$ cat config.mk
export PLATFORM = sky130hd
export DESIGN_NAME = swtq_ctrl
export DESIGN_NICKNAME = d
export VERILOG_FILES = /design/src/hw/rtl/swtq_pkg.sv /design/src/hw/rtl/swtq_ctrl.sv
export SDC_FILE = /design/constraint.sdc
export NUM_CORES = 1
export LEC_CHECK = 0
export ABC_AREA = 1
export BUFFER_PORTS_ARGS = -buffer_cell sky130_fd_sc_hd__buf_2
export CORE_MARGIN = 4
export CORE_UTILIZATION = 34
export CTS_BUF_LIST = sky130_fd_sc_hd__clkbuf_2 sky130_fd_sc_hd__clkbuf_4 sky130_fd_sc_hd__clkbuf_8
export DETAILED_ROUTE_END_ITERATION = 8
export PLACE_DENSITY = 0.7
export REMOVE_ABC_BUFFERS = 1
export SETUP_SLACK_MARGIN = 0.4
export SLEW_MARGIN = 5
export SYNTH_ARGS = -nofsm -noshare
export SYNTH_HDL_FRONTEND = slang
export SYNTH_SLANG_ARGS = --single-unit
export TNS_END_PERCENT = 1
$ cat constraint.sdc
create_clock -name clk -period 1.1 [get_ports clk]
set_input_delay 0.11 -clock clk [delete_from_list [all_inputs] [get_ports clk]]
set_output_delay 0.11 -clock clk [all_outputs]
set_load 0.02 [all_outputs]
$ cat src/hw/rtl/swtq_pkg.sv
// swtq_pkg: shared types and constants for the sleep/wakeup timer queue.
// Used by swtq_ctrl, swtq_dp and sleep_wakeup_timer_queue_unit; no dependencies.

package swtq_pkg;

	// Field widths fixed by the stream format.
	localparam int unsigned OPC_W   = 1;
	localparam int unsigned TID_W   = 6;
	localparam int unsigned DUR_W   = 32;
	localparam int unsigned KIND_W  = 3;
	localparam int unsigned TICK_W  = 63;
	localparam int unsigned WAKE_W  = 64;

	localparam int unsigned S_DATA_W = 40;  // 38 bits of fields, padded to bytes
	localparam int unsigned M_DATA_W = 72;  // 69 bits of fields, padded to bytes

	// At most this many woken results per tick.
	localparam int unsigned MAX_RESULTS = 16;
	localparam int unsigned NRES_W      = 5;

	localparam logic [OPC_W-1:0] OPC_TICK  = 1'b0;
	localparam logic [OPC_W-1:0] OPC_SLEEP = 1'b1;

	localparam logic [KIND_W-1:0] KIND_QUEUED  = 3'd0;
	localparam logic [KIND_W-1:0] KIND_IGNORED = 3'd1;
	localparam logic [KIND_W-1:0] KIND_FULL    = 3'd2;
	localparam logic [KIND_W-1:0] KIND_WOKEN   = 3'd3;
	localparam logic [KIND_W-1:0] KIND_NONE    = 3'd4;

	// Source of the id field of a result word.
	typedef enum logic [1:0] {
		ID_ZERO,
		ID_REQ,
		ID_PEND
	} id_sel_t;

	typedef struct packed {
		logic                 req_load;   // capture accepted input word
		logic                 tick_inc;
		logic                 ins_start;  // insert cursor <= queue count
		logic                 ins_dec;
		logic                 rd_en;
		logic                 rd_head;    // read head entry, else entry below cursor
		logic                 wr_new;     // write request at cursor, count++
		logic                 wr_shift;   // move read entry up to cursor
		logic                 pop;        // drop head, count--
		logic                 n_clr;
		logic                 n_inc;
		logic                 pend_load;  // hold read id as pending woken result
		logic                 cmp_tick;   // compare against counter, else request wake
		logic                 out_load;
		logic [KIND_W-1:0]    out_kind;
		logic                 out_last;
		id_sel_t              out_id;
	} cmd_t;

	typedef struct packed {
		logic opcode;
		logic dur_ok;
		logic full;
		logic q_empty;
		logic ins_zero;
		logic le;       // read wake time <= compare value
		logic n_zero;
		logic n_max;
		logic load_ok;  // output register free this cycle
	} status_t;

endpackage

$ cat src/hw/rtl/swtq_ctrl.sv
// swtq_ctrl: sequencer for insert and wakeup passes of the timer queue.
// Depends on swtq_pkg; drives swtq_dp through cmd_t, reads status_t.

module swtq_ctrl (
	input  logic              clk,
	input  logic              arst_n,
	input  logic              in_valid,
	output logic              in_ready,
	input  swtq_pkg::status_t st,
	output swtq_pkg::cmd_t    cmd
);

	typedef enum logic [2:0] {
		IDLE,
		DISPATCH,
		INS_RD,
		INS_CMP,
		POP_RD,
		POP_CMP,
		POP_END
	} state_t;

	state_t state_q;
	state_t state_d;

	assign in_ready = (state_q == IDLE);

	always_comb begin
		cmd      = '0;
		cmd.out_id = swtq_pkg::ID_ZERO;
		state_d  = state_q;
		unique case (state_q)
			IDLE: begin
				if (in_valid) begin
					cmd.req_load = 1'b1;
					state_d      = DISPATCH;
				end
			end
			DISPATCH: begin
				if (st.opcode == swtq_pkg::OPC_TICK) begin
					cmd.tick_inc = 1'b1;
					cmd.n_clr    = 1'b1;
					state_d      = POP_RD;
				end else if (!st.dur_ok || st.full) begin
					if (st.load_ok) begin
						cmd.out_load = 1'b1;
						cmd.out_kind = st.dur_ok ? swtq_pkg::KIND_FULL
						                         : swtq_pkg::KIND_IGNORED;
						cmd.out_last = 1'b1;
						state_d      = IDLE;
					end
				end else begin
					cmd.ins_start = 1'b1;
					state_d       = INS_RD;
				end
			end
			INS_RD: begin
				if (st.ins_zero) begin
					if (st.load_ok) begin
						cmd.wr_new   = 1'b1;
						cmd.out_load = 1'b1;
						cmd.out_kind = swtq_pkg::KIND_QUEUED;
						cmd.out_last = 1'b1;
						cmd.out_id   = swtq_pkg::ID_REQ;
						state_d      = IDLE;
					end
				end else begin
					cmd.rd_en = 1'b1;
					state_d   = INS_CMP;
				end
			end
			INS_CMP: begin
				// equal wake times stay ahead of the new entry
				if (st.le) begin
					if (st.load_ok) begin
						cmd.wr_new   = 1'b1;
						cmd.out_load = 1'b1;
						cmd.out_kind = swtq_pkg::KIND_QUEUED;
						cmd.out_last = 1'b1;
						cmd.out_id   = swtq_pkg::ID_REQ;
						state_d      = IDLE;
					end
				end else begin
					cmd.wr_shift = 1'b1;
					cmd.ins_dec  = 1'b1;
					state_d      = INS_RD;
				end
			end
			POP_RD: begin
				if (!st.q_empty && !st.n_max) begin
					cmd.rd_en   = 1'b1;
					cmd.rd_head = 1'b1;
					state_d     = POP_CMP;
				end else begin
					state_d = POP_END;
				end
			end
			POP_CMP: begin
				cmd.cmp_tick = 1'b1;
				if (!st.le) begin
					state_d = POP_END;
				end else if (st.n_zero || st.load_ok) begin
					// previous woken entry goes out now that another follows
					cmd.out_load  = !st.n_zero;
					cmd.out_kind  = swtq_pkg::KIND_WOKEN;
					cmd.out_id    = swtq_pkg::ID_PEND;
					cmd.pop       = 1'b1;
					cmd.pend_load = 1'b1;
					cmd.n_inc     = 1'b1;
					state_d       = POP_RD;
				end
			end
			POP_END: begin
				if (st.load_ok) begin
					cmd.out_load = 1'b1;
					cmd.out_last = 1'b1;
					if (st.n_zero) begin
						cmd.out_kind = swtq_pkg::KIND_NONE;
					end else begin
						cmd.out_kind = swtq_pkg::KIND_WOKEN;
						cmd.out_id   = swtq_pkg::ID_PEND;
					end
					state_d = IDLE;
				end
			end
			default: begin
				state_d = IDLE;
			end
		endcase
	end

	always_ff @(posedge clk or negedge arst_n) begin
		if (!arst_n) begin
			state_q <= IDLE;
		end else begin
			state_q <= state_d;
		end
	end

endmodule

Word-level counts from Yosys, hierarchy flattened:

Cells that the tools add are included.

* register bits after elaboration: 3
* bits of input ports: 12
* output and inout bits: 21

* equality and inequality tests: 8
* multiplexer cells: 50
* reduce and logical (&&, ||, !) cells: 9

Operators with widths (count)
* 3-bit two-way mux: 10
* 7-bit two-way mux: 4
* 3-bit case mux with 7 select lines: 1
* 4-bit case mux with 5 select lines: 1
* 2-bit two-way mux: 9
* 1-bit two-way mux: 16
* 5-bit two-way mux: 3
* 3-bit equality test (second input constant): 3
* 4-bit two-way mux: 2
* 2-bit case mux with 4 select lines: 1
* 3-bit by 2-bit equality test with 1-bit output (second input constant): 2
* 1-bit logical NOT: 4
* 1-bit case mux with 2 select lines: 2
* 1-bit case mux with 4 select lines: 1
* 3-bit by 1-bit equality test with 1-bit output (second input constant): 1
* 3-bit logical NOT: 1
* 3-bit inequality test (second input constant): 1
* 1-bit logical OR: 2
* 2-bit inequality test (second input constant): 1
* 2-bit AND reduction: 1
* 1-bit logical AND: 1

Longest topological paths before layout:

* depth in word-level cells: 5
* mapped depth: 8
* depth with buffers taken out: 7

Worst setup path before layout:

No wires, ideal clock.

* kind: reg2out
* start: register state_q[1]
* end: output cmd[11] (netlist bit)
* arrival: 1.366 ns
* required time: 0.990 ns
* setup slack: -0.376 ns
* stages on the path, launching flop included: 8
* buffers on the path: 2
* cell sequence: dfrtp_1 -> buf_2 -> inv_2 -> nand3_4 -> nor2_4 -> inv_2 -> nor2_1 -> buf_4

RTL lines
* from (decl): line swtq_ctrl.sv:23 `state_t state_q;`
* from (signal assigned): line swtq_ctrl.sv:136 `state_q <= state_d;`
* to (decl): line swtq_ctrl.sv:10 `output swtq_pkg::cmd_t cmd`

==> out/qor.txt <==
Pins Over Slew Limit: 0
WP data required: 0.99 ns
Port bufs: 32
Drc violations: 0
Worst path arrival time: 1.49 ns
Worst Path Max Fanout: 7
Root buf cell: clkbuf_4
Worst Skew: 0.00553 ns
Setup repair after global routing missed its margin: yes
Starting DRT DRC Count: 32
Clock Sinks: 3
Max reg flops: 3
Crit. End Element: output pin
Routed WL: 2180 µm
Post-detailed-route wirelength per cell: 14.2 µm
Worst Max-Slew Pin Slew: 0.252 ns
Ys Warns: 0
M1 WL: 776 µm
Number of flops mapped to enable cells by yosys: 0
Setup CP Type: flip-flop to output pin
CORE AREA: 1330 µm²
CTS buffer count: 3
Top Metal Used: met4
Max cap viols: 0
Commonest cells post-synth: 19 x nor2_1, 15 x inv_1, 12 x nand2_1
Congestion Overflow GR: 0
Fin nets: 151
Synth Register Bits: 3
Leakage power: 0.543 nW
Syn Std Cell Area: 498 µm²
Ports: 33
Initial core utilization: 37.3%
Yosys cell types: 19
Synth Flop Type: dfrtp_1
PD cells: 2260 nW/µm²
Synth area leaders: dfrtp_1 15%, nor2_1 14%, inv_1 11%
Worst slack, placed: -0.279 ns
Cells after synthesis: 87
Vias per cell: 5.16
Met3 wire len: 175 µm
Failing checks: setup timing
Clock Latency Late Sink: 0.24 ns
Setup ws final: -0.501 ns
Largest reg by FF count: state_q
Post-route ant nets: 0
DR pass1 iterations: 4
Fmax: 625 MHz
Reg clk slew, reported paths: 0.04 ns
Tcrit/Tclk final: 146%
Reg-to-reg startpoint: state_q[2]$_DFFE_PN0P_
Final GP Congestion: 0.815
Layout cell share with drive strength beyond 1: 58.0%
HPWL Detailed: 1330 µm
Row cnt: 13
All-layer global routing usage: 19.1%
Hold Fails Final Rpt: 0
Fin crit period: 1.60 ns
Reg2reg setup slack: -0.24 ns
Worst Reg-to-Reg Cells: 8
Max IR drop VDD: 1.27 mV
Largest net degree at the start of global routing: 8
Worst relative slew slack: 83.2%
Antenna violations before repair: 0
CTS HTree Levels: 1
First-pass GRT wire length: 2890 µm
Reg2reg end: state_q[0]$_DFFE_PN0P_
Status: finished with violations
Antenna diodes: 0
Die X: 46.3 µm
Max Buffers Root-to-Sink: 2
Synth top area share: 15.1%
Die area: 2140 µm²
Yosys top cell by area: dfrtp_1
Die Ht: 46.3 µm
CP Launch Type: flip-flop
Pwr Total: 2.16 mW
Mapped Avg Cell Area: 5.72 µm²
CTS tree: yes
Biggest regs: state_q x3
Synthesis-to-finish area growth: 91.5%
WL met2: 1130 µm
Vias in the first global route: 683
Total number of vias: 790
Most frequent cell after synthesis: nor2_1
Final setup viols: 24
Register area share after synthesis: 15.1%
Ys async rst share: 100%
Hold crit path type: input pin to asynchronous set/reset pin
critical path, stage by stage, from the launching register on:
cell and delay, ns:
dfrtp_2 0.49, nor2_2 0.24, nand2_1 0.15, o21ai_4 0.10
inv_2 0.08, o21ai_2 0.07, buf_6 0.14
layout make-up:
type	count	area (µm²)
well taps	15	18.8
flip-flops and latches	3	78.8
clock buffers	4	30.0
inverters	19	73.8
repair buffers	52	379
multi-input cells	60	373
fillers	96	380
report_power, final:
| part | total [mW] | switching [mW] | internal [mW] |
|---|---|---|---|
| Clock | 0.221 | 0.0604 | 0.161 |
| Combinational | 1.64 | 0.897 | 0.747 |
| Sequential | 0.292 | 0.119 | 0.173 |
| Total | 2.16 | 1.08 | 1.08 |
cell families after synthesis:
kind of cell,Yosys count,share of synthesized area (%)
buf+inv,24,21.4
flops,3,15.1
simple gates,52,52.0
compound gates,8,11.6
stage by stage:
step                      hold WS (ns)  instance area (µm²)  cells  util, %  TNS (ns)
after global routing             0.195                  953    153     71.5     -9.97
after global placement         -0.0956                  717    139     53.8     -2.85
final                            0.196                  953    153     71.5     -8.62
after floorplan                 -0.186                  463     82        -     -4.46
after detailed placement       -0.0924                  717    139     53.8     -3.29
after CTS                        0.199                  842    148     63.1     -6.91
cells in the final DEF, fill, tap and decap left out, types with 4 or more instances in the layout:
cell type   n
nand2_1    12
buf_6       9
nor2_1     15
nand3_1     9
clkbuf_4    4
buf_2      19
inv_1      13
nor2_4      4
nand4_1     4
buf_4      23
inv_2       5
worst max-delay path by stage:
stage | from | to | slack, ns | cells past startpoint
floorplan | state_q[1]$_DFFE_PN0P_ | cmd[11] | -0.56 | 5
global placement | state_q[0]$_DFFE_PN0P_ | cmd[6] | -0.29 | 6
detailed placement | state_q[0]$_DFFE_PN0P_ | cmd[6] | -0.28 | 6
CTS | state_q[2]$_DFFE_PN0P_ | cmd[4] | -0.42 | 6
global route | state_q[2]$_DFFE_PN0P_ | cmd[4] | -0.54 | 6
finish | state_q[0]$_DFFE_PN0P_ | cmd[4] | -0.50 | 6
layer usage:
| layer | GRT usage [%] | vias to the layer above |
|---|---|---|
| li1 | - | 377 |
| met1 | 21.0 | 355 |
| met2 | 31.6 | 47 |
| met3 | 3.13 | 11 |
| met4 | 15.3 | 0 |
| met5 | 0 | - |
what timing repair did:
item,in CTS,in global routing
pin swaps,3,4
cloned,0,0
setup endpoints to repair,24,24
gates resized for setup,22,19
hold buffers,1,0
buffers inserted,4,5
hold endpoints to repair,3,0
(Power assumes the default switching activity.)
