--- config.mk ---
export PLATFORM = sky130hd
export DESIGN_NAME = swtq_dp
export DESIGN_NICKNAME = d
export VERILOG_FILES = /design/src/hw/rtl/swtq_pkg.sv /design/src/hw/rtl/swtq_dp.sv
export SDC_FILE = /design/constraint.sdc
export NUM_CORES = 1
export LEC_CHECK = 0
export BUFFER_PORTS_ARGS = -buffer_cell sky130_fd_sc_hd__buf_2
export CAP_MARGIN = 20
export CORE_ASPECT_RATIO = 1.1
export CORE_MARGIN = 1.5
export CORE_UTILIZATION = 50
export DETAILED_ROUTE_END_ITERATION = 16
export PLACE_DENSITY = 0.77
export SETUP_SLACK_MARGIN = 0.02
export SKIP_LAST_GASP = 1
export SLEW_MARGIN = 15
export SYNTH_ARGS = -nofsm -noshare
export SYNTH_HDL_FRONTEND = slang
export SYNTH_SLANG_ARGS = --single-unit
export TNS_END_PERCENT = 5
--- constraint.sdc ---
create_clock -name clk -period 12.8 [get_ports clk]
set_clock_uncertainty 0.15 [all_clocks]
set_input_delay 1.28 -clock clk [delete_from_list [all_inputs] [get_ports clk]]
set_output_delay 1.28 -clock clk [all_outputs]
set_load 0.03 [all_outputs]
--- src/hw/rtl/swtq_pkg.sv ---
// swtq_pkg: shared types and constants for the sleep/wakeup timer queue.
// Used by swtq_ctrl, swtq_dp and sleep_wakeup_timer_queue_unit; no dependencies.

package swtq_pkg;

	// Field widths fixed by the stream format.
	localparam int unsigned OPC_W   = 1;
	localparam int unsigned TID_W   = 6;
	localparam int unsigned DUR_W   = 32;
	localparam int unsigned KIND_W  = 3;
	localparam int unsigned TICK_W  = 63;
	localparam int unsigned WAKE_W  = 64;

	localparam int unsigned S_DATA_W = 40;  // 38 bits of fields, padded to bytes
	localparam int unsigned M_DATA_W = 72;  // 69 bits of fields, padded to bytes

	// At most this many woken results per tick.
	localparam int unsigned MAX_RESULTS = 16;
	localparam int unsigned NRES_W      = 5;

	localparam logic [OPC_W-1:0] OPC_TICK  = 1'b0;
	localparam logic [OPC_W-1:0] OPC_SLEEP = 1'b1;

	localparam logic [KIND_W-1:0] KIND_QUEUED  = 3'd0;
	localparam logic [KIND_W-1:0] KIND_IGNORED = 3'd1;
	localparam logic [KIND_W-1:0] KIND_FULL    = 3'd2;
	localparam logic [KIND_W-1:0] KIND_WOKEN   = 3'd3;
	localparam logic [KIND_W-1:0] KIND_NONE    = 3'd4;

	// Source of the id field of a result word.
	typedef enum logic [1:0] {
		ID_ZERO,
		ID_REQ,
		ID_PEND
	} id_sel_t;

	typedef struct packed {
		logic                 req_load;   // capture accepted input word
		logic                 tick_inc;
		logic                 ins_start;  // insert cursor <= queue count
		logic                 ins_dec;
		logic                 rd_en;
		logic                 rd_head;    // read head entry, else entry below cursor
		logic                 wr_new;     // write request at cursor, count++
		logic                 wr_shift;   // move read entry up to cursor
		logic                 pop;        // drop head, count--
		logic                 n_clr;
		logic                 n_inc;
		logic                 pend_load;  // hold read id as pending woken result
		logic                 cmp_tick;   // compare against counter, else request wake
		logic                 out_load;
		logic [KIND_W-1:0]    out_kind;
		logic                 out_last;
		id_sel_t              out_id;
	} cmd_t;

	typedef struct packed {
		logic opcode;
		logic dur_ok;
		logic full;
		logic q_empty;
		logic ins_zero;
		logic le;       // read wake time <= compare value
		logic n_zero;
		logic n_max;
		logic load_ok;  // output register free this cycle
	} status_t;

endpackage

--- src/hw/rtl/swtq_dp.sv ---
// swtq_dp: tick counter, circular sleeper memory, compare and output register.
// Depends on swtq_pkg; commanded by swtq_ctrl.

module swtq_dp #(
	parameter int unsigned QUEUE_DEPTH = 16,
	parameter int unsigned ID_WIDTH    = 6
) (
	input  logic                               clk,
	input  logic                               arst_n,
	input  swtq_pkg::cmd_t                     cmd,
	output swtq_pkg::status_t                  st,
	input  logic [swtq_pkg::OPC_W-1:0]         in_opcode,
	input  logic [swtq_pkg::TID_W-1:0]         in_thread_id,
	input  logic [swtq_pkg::DUR_W-1:0]         in_sleep_ticks,
	output logic                               out_valid,
	input  logic                               out_ready,
	output logic [swtq_pkg::KIND_W-1:0]        out_kind,
	output logic [swtq_pkg::TID_W-1:0]         out_woken_id,
	output logic [swtq_pkg::TICK_W-1:0]        out_now_ticks,
	output logic                               out_last
);

	localparam int unsigned PW = (QUEUE_DEPTH > 1) ? $clog2(QUEUE_DEPTH) : 1;
	localparam int unsigned CW = $clog2(QUEUE_DEPTH + 1);

	// sleeper memory, indexed physically; logical slot 0 is at head_q
	logic [swtq_pkg::WAKE_W-1:0] mem_wake [QUEUE_DEPTH];
	logic [ID_WIDTH-1:0]         mem_id   [QUEUE_DEPTH];

	logic [swtq_pkg::TICK_W-1:0]  tick_q;
	logic [PW-1:0]                head_q;
	logic [CW-1:0]                cnt_q;
	logic [CW-1:0]                ins_i_q;
	logic [swtq_pkg::NRES_W-1:0]  n_q;

	logic                         opc_q;
	logic                         dur_ok_q;
	logic [ID_WIDTH-1:0]          req_id_q;
	logic [swtq_pkg::DUR_W-2:0]   dur_q;
	logic [swtq_pkg::WAKE_W-1:0]  wake_q;

	logic [swtq_pkg::WAKE_W-1:0]  rd_wake_q;
	logic [ID_WIDTH-1:0]          rd_id_q;
	logic [ID_WIDTH-1:0]          pend_q;

	logic                         out_valid_q;
	logic [swtq_pkg::KIND_W-1:0]  out_kind_q;
	logic [swtq_pkg::TID_W-1:0]   out_id_q;
	logic [swtq_pkg::TICK_W-1:0]  out_now_q;
	logic                         out_last_q;

	logic [CW-1:0]                ins_m1;
	logic [PW-1:0]                rd_log;
	logic [PW-1:0]                rd_addr;
	logic [PW-1:0]                wr_addr;
	logic [swtq_pkg::WAKE_W-1:0]  cmp_val;
	logic                         load_ok;

	function automatic logic [PW-1:0] to_phys(input logic [PW-1:0] head,
	                                          input logic [PW-1:0] idx);
		logic [PW:0] s;
		s = {1'b0, head} + {1'b0, idx};
		if (s >= (PW+1)'(QUEUE_DEPTH)) begin
			s = s - (PW+1)'(QUEUE_DEPTH);
		end
		return s[PW-1:0];
	endfunction

	assign ins_m1  = ins_i_q - CW'(1);
	assign rd_log  = cmd.rd_head ? '0 : ins_m1[PW-1:0];
	assign rd_addr = to_phys(head_q, rd_log);
	assign wr_addr = to_phys(head_q, ins_i_q[PW-1:0]);
	assign cmp_val = cmd.cmp_tick ? {1'b0, tick_q} : wake_q;
	assign load_ok = !out_valid_q || out_ready;

	always_comb begin
		st          = '0;
		st.opcode   = opc_q;
		st.dur_ok   = dur_ok_q;
		st.full     = (cnt_q == CW'(QUEUE_DEPTH));
		st.q_empty  = (cnt_q == '0);
		st.ins_zero = (ins_i_q == '0);
		st.le       = (rd_wake_q <= cmp_val);
		st.n_zero   = (n_q == '0);
		st.n_max    = (n_q == swtq_pkg::NRES_W'(swtq_pkg::MAX_RESULTS));
		st.load_ok  = load_ok;
	end

	// memory: one write port, one registered read port
	always_ff @(posedge clk) begin
		if (cmd.wr_new) begin
			mem_wake[wr_addr] <= wake_q;
			mem_id[wr_addr]   <= req_id_q;
		end else if (cmd.wr_shift) begin
			mem_wake[wr_addr] <= rd_wake_q;
			mem_id[wr_addr]   <= rd_id_q;
		end
		if (cmd.rd_en) begin
			rd_wake_q <= mem_wake[rd_addr];
			rd_id_q   <= mem_id[rd_addr];
		end
	end

	// request capture and payload registers
	always_ff @(posedge clk) begin
		if (cmd.req_load) begin
			opc_q    <= in_opcode[0];
			req_id_q <= ID_WIDTH'(in_thread_id);
			dur_q    <= in_sleep_ticks[swtq_pkg::DUR_W-2:0];
			dur_ok_q <= !in_sleep_ticks[swtq_pkg::DUR_W-1] &&
			            (in_sleep_ticks[swtq_pkg::DUR_W-2:0] != '0);
		end
		// wake time formed in the cycle after capture, before any compare
		wake_q <= {1'b0, tick_q} + swtq_pkg::WAKE_W'(dur_q);
		if (cmd.pend_load) begin
			pend_q <= rd_id_q;
		end
		if (cmd.out_load) begin
			out_kind_q <= cmd.out_kind;
			out_last_q <= cmd.out_last;
			// counter is sampled with the word so a later tick cannot change it
			out_now_q  <= tick_q;
			unique case (cmd.out_id)
				swtq_pkg::ID_REQ:  out_id_q <= swtq_pkg::TID_W'(req_id_q);
				swtq_pkg::ID_PEND: out_id_q <= swtq_pkg::TID_W'(pend_q);
				default:           out_id_q <= '0;
			endcase
		end
	end

	always_ff @(posedge clk or negedge arst_n) begin
		if (!arst_n) begin
			tick_q      <= '0;
			head_q      <= '0;
			cnt_q       <= '0;
			ins_i_q     <= '0;
			n_q         <= '0;
			out_valid_q <= 1'b0;
		end else begin
			if (cmd.tick_inc) begin
				tick_q <= tick_q + swtq_pkg::TICK_W'(1);
			end
			if (cmd.ins_start) begin
				ins_i_q <= cnt_q;
			end else if (cmd.ins_dec) begin
				ins_i_q <= ins_m1;
			end
			if (cmd.pop) begin
				head_q <= (head_q == PW'(QUEUE_DEPTH - 1)) ? '0 : head_q + PW'(1);
				cnt_q  <= cnt_q - CW'(1);
			end else if (cmd.wr_new) begin
				cnt_q <= cnt_q + CW'(1);
			end
			if (cmd.n_clr) begin
				n_q <= '0;
			end else if (cmd.n_inc) begin
				n_q <= n_q + swtq_pkg::NRES_W'(1);
			end
			if (cmd.out_load) begin
				out_valid_q <= 1'b1;
			end else if (out_ready) begin
				out_valid_q <= 1'b0;
			end
		end
	end

	assign out_valid     = out_valid_q;
	assign out_kind      = out_kind_q;
	assign out_woken_id  = out_id_q;
	assign out_now_ticks = out_now_q;
	assign out_last      = out_last_q;

endmodule

After elaboration in Yosys (flattened, before gate mapping). Memory sizes are Yosys's and may differ from the RTL's. A register that Yosys moved wholly into a read port is not among the register bits. Cells that the tools add are included.

Input port bits: 62. Bits in registers: 265. Memory bits (writable): 1120. Logic and storage cells: 72. Memories kept: 2.

Memory list: mem_wake (words 16, bits a word 64, rd ports 1, clocked after memory_dff 1, write ports 1, line swtq_dp.sv:27) `logic [swtq_pkg::WAKE_W-1:0] mem_wake [QUEUE_DEPTH];`; mem_id (words 16, bits a word 6, rd ports 1, clocked after memory_dff 1, write ports 1, line swtq_dp.sv:28) `logic [ID_WIDTH-1:0] mem_id [QUEUE_DEPTH];`.

Add/sub/neg operators: 11. Magnitude comparators: 3. Reduce and logical (&&, ||, !) cells: 12. Equal/unequal tests: 5. Mux-type cells: 21. Bitwise operators: 2.

Operators by type and width (number): $mux W64 (2); $add A63 B31 Y64 (1); $le A64 B64 Y1 (1); $add A63 B1 Y63 const B (1); $reduce_bool A31 Y1 (1); $mux W5 (6); $mux W4 (4); $logic_not A5 Y1 (3); $pmux W6 S2 (1); $add A4 B4 Y5 (2); $add A5 B1 Y5 const B (2); $eq A5 B5 Y1 const B (2); $ge A5 B5 Y1 const B (2); $sub A5 B1 Y5 const B (2); $reduce_bool A2 Y1 (4); $sub A4 B1 Y4 const B (2); $mux W1 (7); $mux W6 (1); $add A4 B1 Y4 const B (1); $eq A4 B4 Y1 const B (1); $eq A2 B1 Y1 const B (1); $eq A2 B2 Y1 const B (1); $logic_not A1 Y1 (2); $or A1 B1 Y1 (2); other kinds (2) (2).

Depth between registers and ports, before layout. Gate-level depths: netlist of the first run.

Word-level depth: 5. Depth in mapped cells: 12.

Least setup slack after synthesis of the first run. OpenSTA, ideal clock, no wires.

Path type: input to output. Start: input cmd[7] in the netlist's numbering. End: output st[3] in the netlist's numbering. Stages: 12. Data required time: 11370 ps. Setup slack: 7170 ps. Arrival: 4200 ps. Path buffers: 2. Cells stage by stage: clkbuf_1 > buf_1 > mux2i_1 > ha_1 > a21o_1 > a21o_1 > a21oi_1 > o21ai_0 > nand2_1 > o211ai_1 > a221o_1 > o21ai_0.

RTL lines: start, declared (line swtq_dp.sv:10) `input swtq_pkg::cmd_t cmd,`; end, declared (line swtq_dp.sv:11) `output swtq_pkg::status_t st,`.

==> results of run 1 <==
## flip-flops by register name (all words and copies together), names as in the netlist, 3 cells and up
signal	cells
cnt_q	5
ins_i_q	5
head_q	4
tick_q	63
n_q	5
req_id_q	6
mem_wake	1024
mem_id	96
out_woken_id	6
pend_q	6
rd_id_q	6
wake_q	64
rd_wake_q	64
out_now_ticks	63
out_kind	3
dur_q	31
## layout by cell type (no fill, tap or decap), types with 5 or more instances in the layout
cell	count
clkinv_1	29
nand2b_1	11
and3_1	12
o21ai_0	46
nand3_1	39
or3_1	7
nand4_1	46
mux4_2	350
dfrtp_1	83
clkinv_2	23
nor3_1	23
a311o_1	11
dfxtp_1	64
a22oi_1	6
buf_2	140
bufinv_16	9
nor2_4	17
nor2_1	71
ha_1	111
clkinvlp_4	5
clkbuf_1	23
nand2_1	90
nor2_2	5
and2_1	10
a21o_1	47
and4_1	8
inv_6	9
xnor2_1	66
buf_4	52
mux2_2	72
nor4b_1	11
xor2_1	60
o211ai_1	9
mux2i_1	68
edfxtp_1	1308
a21oi_1	61
inv_1	30
nor4_1	18
nor2b_1	10
clkbuf_16	148
## how the worst max path moves through the flow
stage               slack [ps]  depth (start not counted)     to  startpoint
floorplan                 7170                         12  st[3]      cmd[7]
global placement          6450                         10  st[3]      cmd[7]
detailed placement        6390                         10  st[3]      cmd[7]
CTS                       6400                         10  st[3]      cmd[7]
global route              6140                         10  st[3]      cmd[7]
finish                    6300                         13  st[3]      cmd[7]
## area by class of cell
type                       count  area, um^2  area share, %
multi-input combinational   1352       15690          23.73
timing repair buffer         196        1179          1.782
sequential                  1455       42640          64.47
clock inverter                83       744.5          1.126
inverter                      32       120.1         0.1816
clock buffer                 175        3845          5.814
tap                         1529        1913          2.893
antenna                        2       5.005       0.007568
## cells by family after synthesis
logic type	count (synthesis)	share of synthesized area (%)
xor+xnor	130	1.961
buf+inv	169	1.155
mux	490	15.93
simple gates	411	3.732
flops	1455	72.46
fa+ha+maj	116	2.518
compound gates	205	2.243
## power by group through the flow
stage / Clock (uW) / Sequential, uW / Combinational, uW
3_5_place_dp: 0 / 7670 / 6070
5_1_grt: 4360 / 7700 / 6450
4_1_cts: 4170 / 7610 / 6140
6_report: 4130 / 7610 / 6090
2_1_floorplan: 0 / 7570 / 4180
3_3_place_gp: 0 / 7590 / 6000
## worst register-to-register path: stages (launching register included)
cell and delay [ps]:
dfrtp_1 440, inv_1 90, ha_1 310, or2_2 320, fa_4 1210, buf_4 700
buf_4 930, mux4_2 530, mux4_2 470
## metrics by stage
step                setup WS, ps  std cells  hold WS, ps  power, uW  instance area, um^2
floorplan                   7170       2976        269.6      11750                58840
global placement            6453       4563        285.5      13590                61510
detailed placement          6392       4563        287.8      13740                61510
CTS                         6404       4821        174.5      17920                66100
global route                6137       4823        191.4      18500                66130
finish                      6301       4824        205.0      17820                66130
## layer usage
metal / routed length (um) / vias up / GRT usage (%)
li1: - / 12559 / -
met1: 54550 / 15741 / 32.33
met2: 66710 / 1601 / 37.14
met4: 4464 / 6 / 7.915
met5: 32 / - / 0
met3: 14440 / 280 / 6.287
==> metrics.yaml, run 1 <==
worst_setup_path:
  worst_r2r_path_depth: 8
  crit_arrival_ps: 5070
  crit_type: "in2out"
  cp_top_family: "compound AO/OA/AOI/OAI gates"
  critPathMostFrequentCell: "o21ai_0"
  rrSetupSlack_ps: 7400
  crit_path_start_kind: "input port"
  critPathSlowestCell: "buf_4"
  worstReg2RegEnd: "rd_wake_q[39]"
  r2r_start: "ins_i_q[0]"
  slowest_delay_ps: 660
  cp.required_ps: 11370
  worstPathCellList: "buf_4 > buf_4 > mux2i_1 > ha_1 > nor2b_1 > o21a_1 > o21a_1 > o21ai_0 > a21oi_1 > o21ai_0 > a21oi_1 > o21ai_0 > buf_2"
  critical_path_buf_inv_count: 3
  cp_max_fo: 39
  cp-end-kind: "output port"
power_and_ir_drop:
  peakVddDrop_mv: 0.2783
  power_frac_seq_pct: 42.7
  comb_power_share_pct: 34.2
  power.density_nw_per_um2: 269.5
  leakage_uw: 0.02270
  p_sw_share_pct: 32.15
  internal-power_uw: 12090
  p_switching_uw: 5729
  clockPowerShare_pct: 23.2
grt:
  grt_pass1_vias: 30385
  grt.overflow.total: 0
  grt_max_degree: 133
  antenna_found_initial: 6
  grtUsageTotal_pct: 23.68
  grt_pass1_wl_um: 203900
synth:
  syn_inst: 2976
  ys_top_cells_by_area: "edfxtp_1 67%, mux4_2 13%, dfrtp_1 3.5%"
  yosysMostFrequentCell: "edfxtp_1"
  netlist_area_um2: 58840
  synth_top_area_share_pct: 66.75
  syn_nets: 3154
  synthArstFlopShare_pct: 5.704
  synth_area_per_cell_um2: 19.77
  synthDistinctLibCells: 75
  yosysTopAreaCell: "edfxtp_1"
  yosysSeqAreaShare_pct: 72.46
  yosys_warnings: 0
  ys_seq_elements: 1455
  synthFlopType: "edfxtp_1"
  synth-edff-count: 1308
  synth.top_cells.by_count: "1308 x edfxtp_1, 350 x mux4_2, 112 x ha_1, 101 x clkbuf_1, 90 x nand2_1"
routing:
  drc: 0
  via_count: 30187
  ant_nets: 0
  wl_per_cell_um: 29.06
  drt-pass1-iter-count: 5
  viasPerCell: 6.258
  drtIter0Drc: 3803
  drt-total-wl_um: 140200
sta:
  min_period_ps: 6499
  setup_viol: 0
  hold_viol: 0
  tightest_slew_ps: 1051
  setup_tns_ps: 0
  relSlewSlack_pct: 29.96
  finalCritPeriodShare_pct: 50.77
  fmax_mhz: 153.9
  slew_viol_final: 0
  rsz0062_at_grt: "false"
cts:
  cts_buffers: 143
  tritoncts: "done"
  cts_setup_buffers: 0
  holdBufCountCts: 0
  clock-sinks: 1455
  cts-root-buf: "clkbuf_16"
  cts_resized: 0
  htreeDepth: 4
  path_clk_slew_ps: 60
  clk_path_buf_depth: 3
  clkLatencyLatePin_ps: 770
cells_and_area:
  drive_gt1_share_pct: 26.57
  nets: 3358
  final_core_util_pct: 56.83
  fillers: 8369
  syn_to_final_growth_pct: 12.39
floorplan:
  start_util_pct: 50.56
  ioPinCount: 145
  dieArea_um2: 119800
  fp.dieH_um: 362.8
  fp-row-count: 131
  die_x_um: 330.1
  design.core.area_um2: 116400
status:
  outcome: "finished clean"
place:
  port_buffers: 144
  gp_congestion: 0.8954
  place.detailed.hpwl_um: 76740
run:
  cap_viol_max_count: 0
worst_hold_path:
  hold_class: "in2async"
Power figures use the tool's default switching activity.
==> run 2: changes to the inputs <==
Settings changed: PLACE_DENSITY 0.77 to 0.8.
Clock period 12.8 ns to 5.52 ns, I/O delays scaled along.
==> run 2 against run 1 <==
  * Via count up 2.3%
  * Sequential cell count stayed put
  * Die area stayed put
  * Register-to-register slack worse by 6100 ps
  * Setup slack worse by 5900 ps
  * Critical path type unchanged
  * Critical endpoint unchanged
  * Largest cell class unchanged
  * Highest routed layer unchanged
==> metrics.yaml, run 2 (synthesized netlist as in run 1, its figures left out) <==
sta:
  setup_viol: 0  # unchanged
  finalCritPeriodShare_pct: 91.98
  hold_viol: 0  # unchanged
  rsz0062_at_grt: "false"
  fmax_mhz: 197.0
  setup_tns_ps: 0  # unchanged
  slew_viol_final: 0  # unchanged
  min_period_ps: 5077
  relSlewSlack_pct: 22.93  # -7.0 points
  tightest_slew_ps: 1156  # +105.4 ps
cells_and_area:
  register_area_um2: 42640  # unchanged
  largest_register_ffs: 1024  # unchanged
  layout_common_cells: "1308 x edfxtp_1, 350 x mux4_2, 145 x clkbuf_16"
  antennaDiodeCount: 0  # -2
  multi_input_area_um2: 15690  # about the same
  final_common_cell: "edfxtp_1"
  drive_gt1_share_pct: 26.50  # -0.073 points
  nets: 3433  # +2.2%
  syn_to_final_growth_pct: 14.45
  largest_registers: "mem_wake x1024, mem_id x96"
  largest-register: "mem_wake"
  fillers: 8161  # -2.5%
floorplan:
  start_util_pct: 50.56  # unchanged
  die_x_um: 330.1  # unchanged
  fp.dieH_um: 362.8  # unchanged
  ioPinCount: 145  # unchanged
  design.core.area_um2: 116400  # unchanged
  fp-row-count: 131  # unchanged
  dieArea_um2: 119800  # unchanged
routing:
  viasPerCell: 6.302  # +0.71%
  wl_met1_um: 55100  # +1.0%
  met3_length_um: 15430  # +6.9%
  wl_per_cell_um: 28.97  # -0.32%
  via_count: 30875  # +2.3%
  dr_wl_met2_um: 67810  # +1.7%
  drc: 0  # unchanged
  drtIter0Drc: 4105  # +7.9%
  ant_nets: 0  # unchanged
  top_layer: "met5"
  drt-total-wl_um: 141900  # +1.2%
  drt-pass1-iter-count: 5  # unchanged
cts:
  cts_setup_buffers: 0  # unchanged
  cts_buffers: 143  # unchanged
  clock-sinks: 1455  # unchanged
  clkLatencyLatePin_ps: 760  # about the same
  cts_resized: 0  # unchanged
  path_clk_slew_ps: 60  # about the same
  clk_path_buf_depth: 3  # unchanged
  htreeDepth: 4  # unchanged
  cts-root-buf: "clkbuf_16"
  tritoncts: "done"
worst_setup_path:
  cp_top_family: "compound AO/OA/AOI/OAI gates"
  cp_max_fo: 46  # +18%
  crit_arrival_ps: 4380  # -690 ps
  critPathSlowestCell: "o21ai_0"
  cp-end-kind: "output port"
  crit_type: "in2out"
  critical_path_buf_inv_count: 4  # +1
  worstPathCellList: "buf_4 > buf_4 > mux2i_1 > ha_1 > a21o_1 > a21o_1 > a21oi_1 > o211ai_1 > a221o_1 > o21ai_0 > buf_4 > buf_2"
  critPathMostFrequentCell: "buf_4"
  rrSetupSlack_ps: 1260  # -6140 ps
  slowest_delay_ps: 710  # +50 ps
  cp.required_ps: 4820  # -6550 ps
  crit_path_start_kind: "input port"
power_and_ir_drop:
  total_power_uw: 42140  # +140%
  peakVddDrop_mv: 1.374  # +390%
  power.density_nw_per_um2: 625.7  # +130%
  leakage_uw: 0.02318  # +2.1%
place:
  place.detailed.hpwl_um: 79550  # +3.7%
  gp_congestion: 0.8952  # about the same
  port_buffers: 144  # unchanged
grt:
  grtUsageTotal_pct: 23.83  # +0.16 points
  grt.overflow.total: 0  # unchanged
  grt_pass1_wl_um: 206900  # +1.5%
  antenna_found_initial: 4  # -2
  grt_max_degree: 95  # -29%
  grt_pass1_vias: 31146  # +2.5%
run:
  cap_viol_max_count: 0  # unchanged
worst_hold_path:
  hold_class: "in2reg"
status:
  outcome: "finished clean"
-- run 2: cell count changes in the layout (fill, tap and decap cells not counted), moves of 3 or more --
cell	previous run	this run
bufinv_16	9	13
dlygate4sd3_1	0	54
clkbuf_16	148	145
buf_12	3	34
clkinv_1	29	25
clkbuf_8	4	10
clkinv_2	23	17
buf_4	52	40
clkbuf_1	23	31
-- run 2: worst register-to-register path, stage by stage, from the launching register on --
cell and delay, ps:
dfrtp_1 450, inv_1 110, ha_1 340, or2_2 330, fa_4 1080, buf_12 300, buf_4 380, mux4_2 370
mux4_2 480
-- run 2: cell type report --
| class | instances | share of cell area, % |
|---|---|---|
| tap | 1529 | 2.841 |
| sequential | 1455 | 63.31 |
| multi-input combinational | 1352 | 23.29 |
| clock buffer | 186 | 5.765 |
| timing repair buffer | 271 | 3.422 |
| clock inverter | 74 | 1.189 |
| inverter | 32 | 0.1784 |
-- run 2: final timing paths --
path / end / cells after the start / startpoint
min in group asynchronous: ins_i_q[4] / 2 / arst_n
worst min-delay path: cnt_q[0] / 3 / cmd[13]
max in group asynchronous: tick_q[47] / 3 / arst_n
worst min register to register: wake_q[0] / 1 / dur_q[0]
worst max-delay path: st[3] / 12 / cmd[7]
worst max register to register: rd_wake_q[30] / 8 / ins_i_q[0]
-- run 2: stage by stage --
step                      cells  worst slack [ps]  utilization (%)  instance area, um^2  hold slack, ps
after detailed placement   4581             647.8            53.31                62030           323.5
after global placement     4579             757.2            53.26                61980           335.6
after CTS                  4895             649.6            57.79                67260           112.4
final                      4899             442.7            57.87                67340           164.9
after global routing       4899             452.6            57.87                67340           168.7
after floorplan            2976             252.9                -                58840           106.4
-- run 2: what timing repair did --
item | in CTS | in global routing
hold buffers | 54 | 0
setup endpoints to repair | 0 | 0
endpoints found under the hold margin | 107 | 0
-- run 2: per-layer routing --
layer / track usage [%] / vias to the layer above
met5: 0 / -
met4: 6.840 / 2
met3: 4.473 / 248
li1: - / 12703
met2: 37.64 / 1915
met1: 34.09 / 16007
-- run 2: power breakdown --
part	internal [uW]	switching [uW]
sequential	16500	1110
clock	5610	4130
combinational	6590	8210
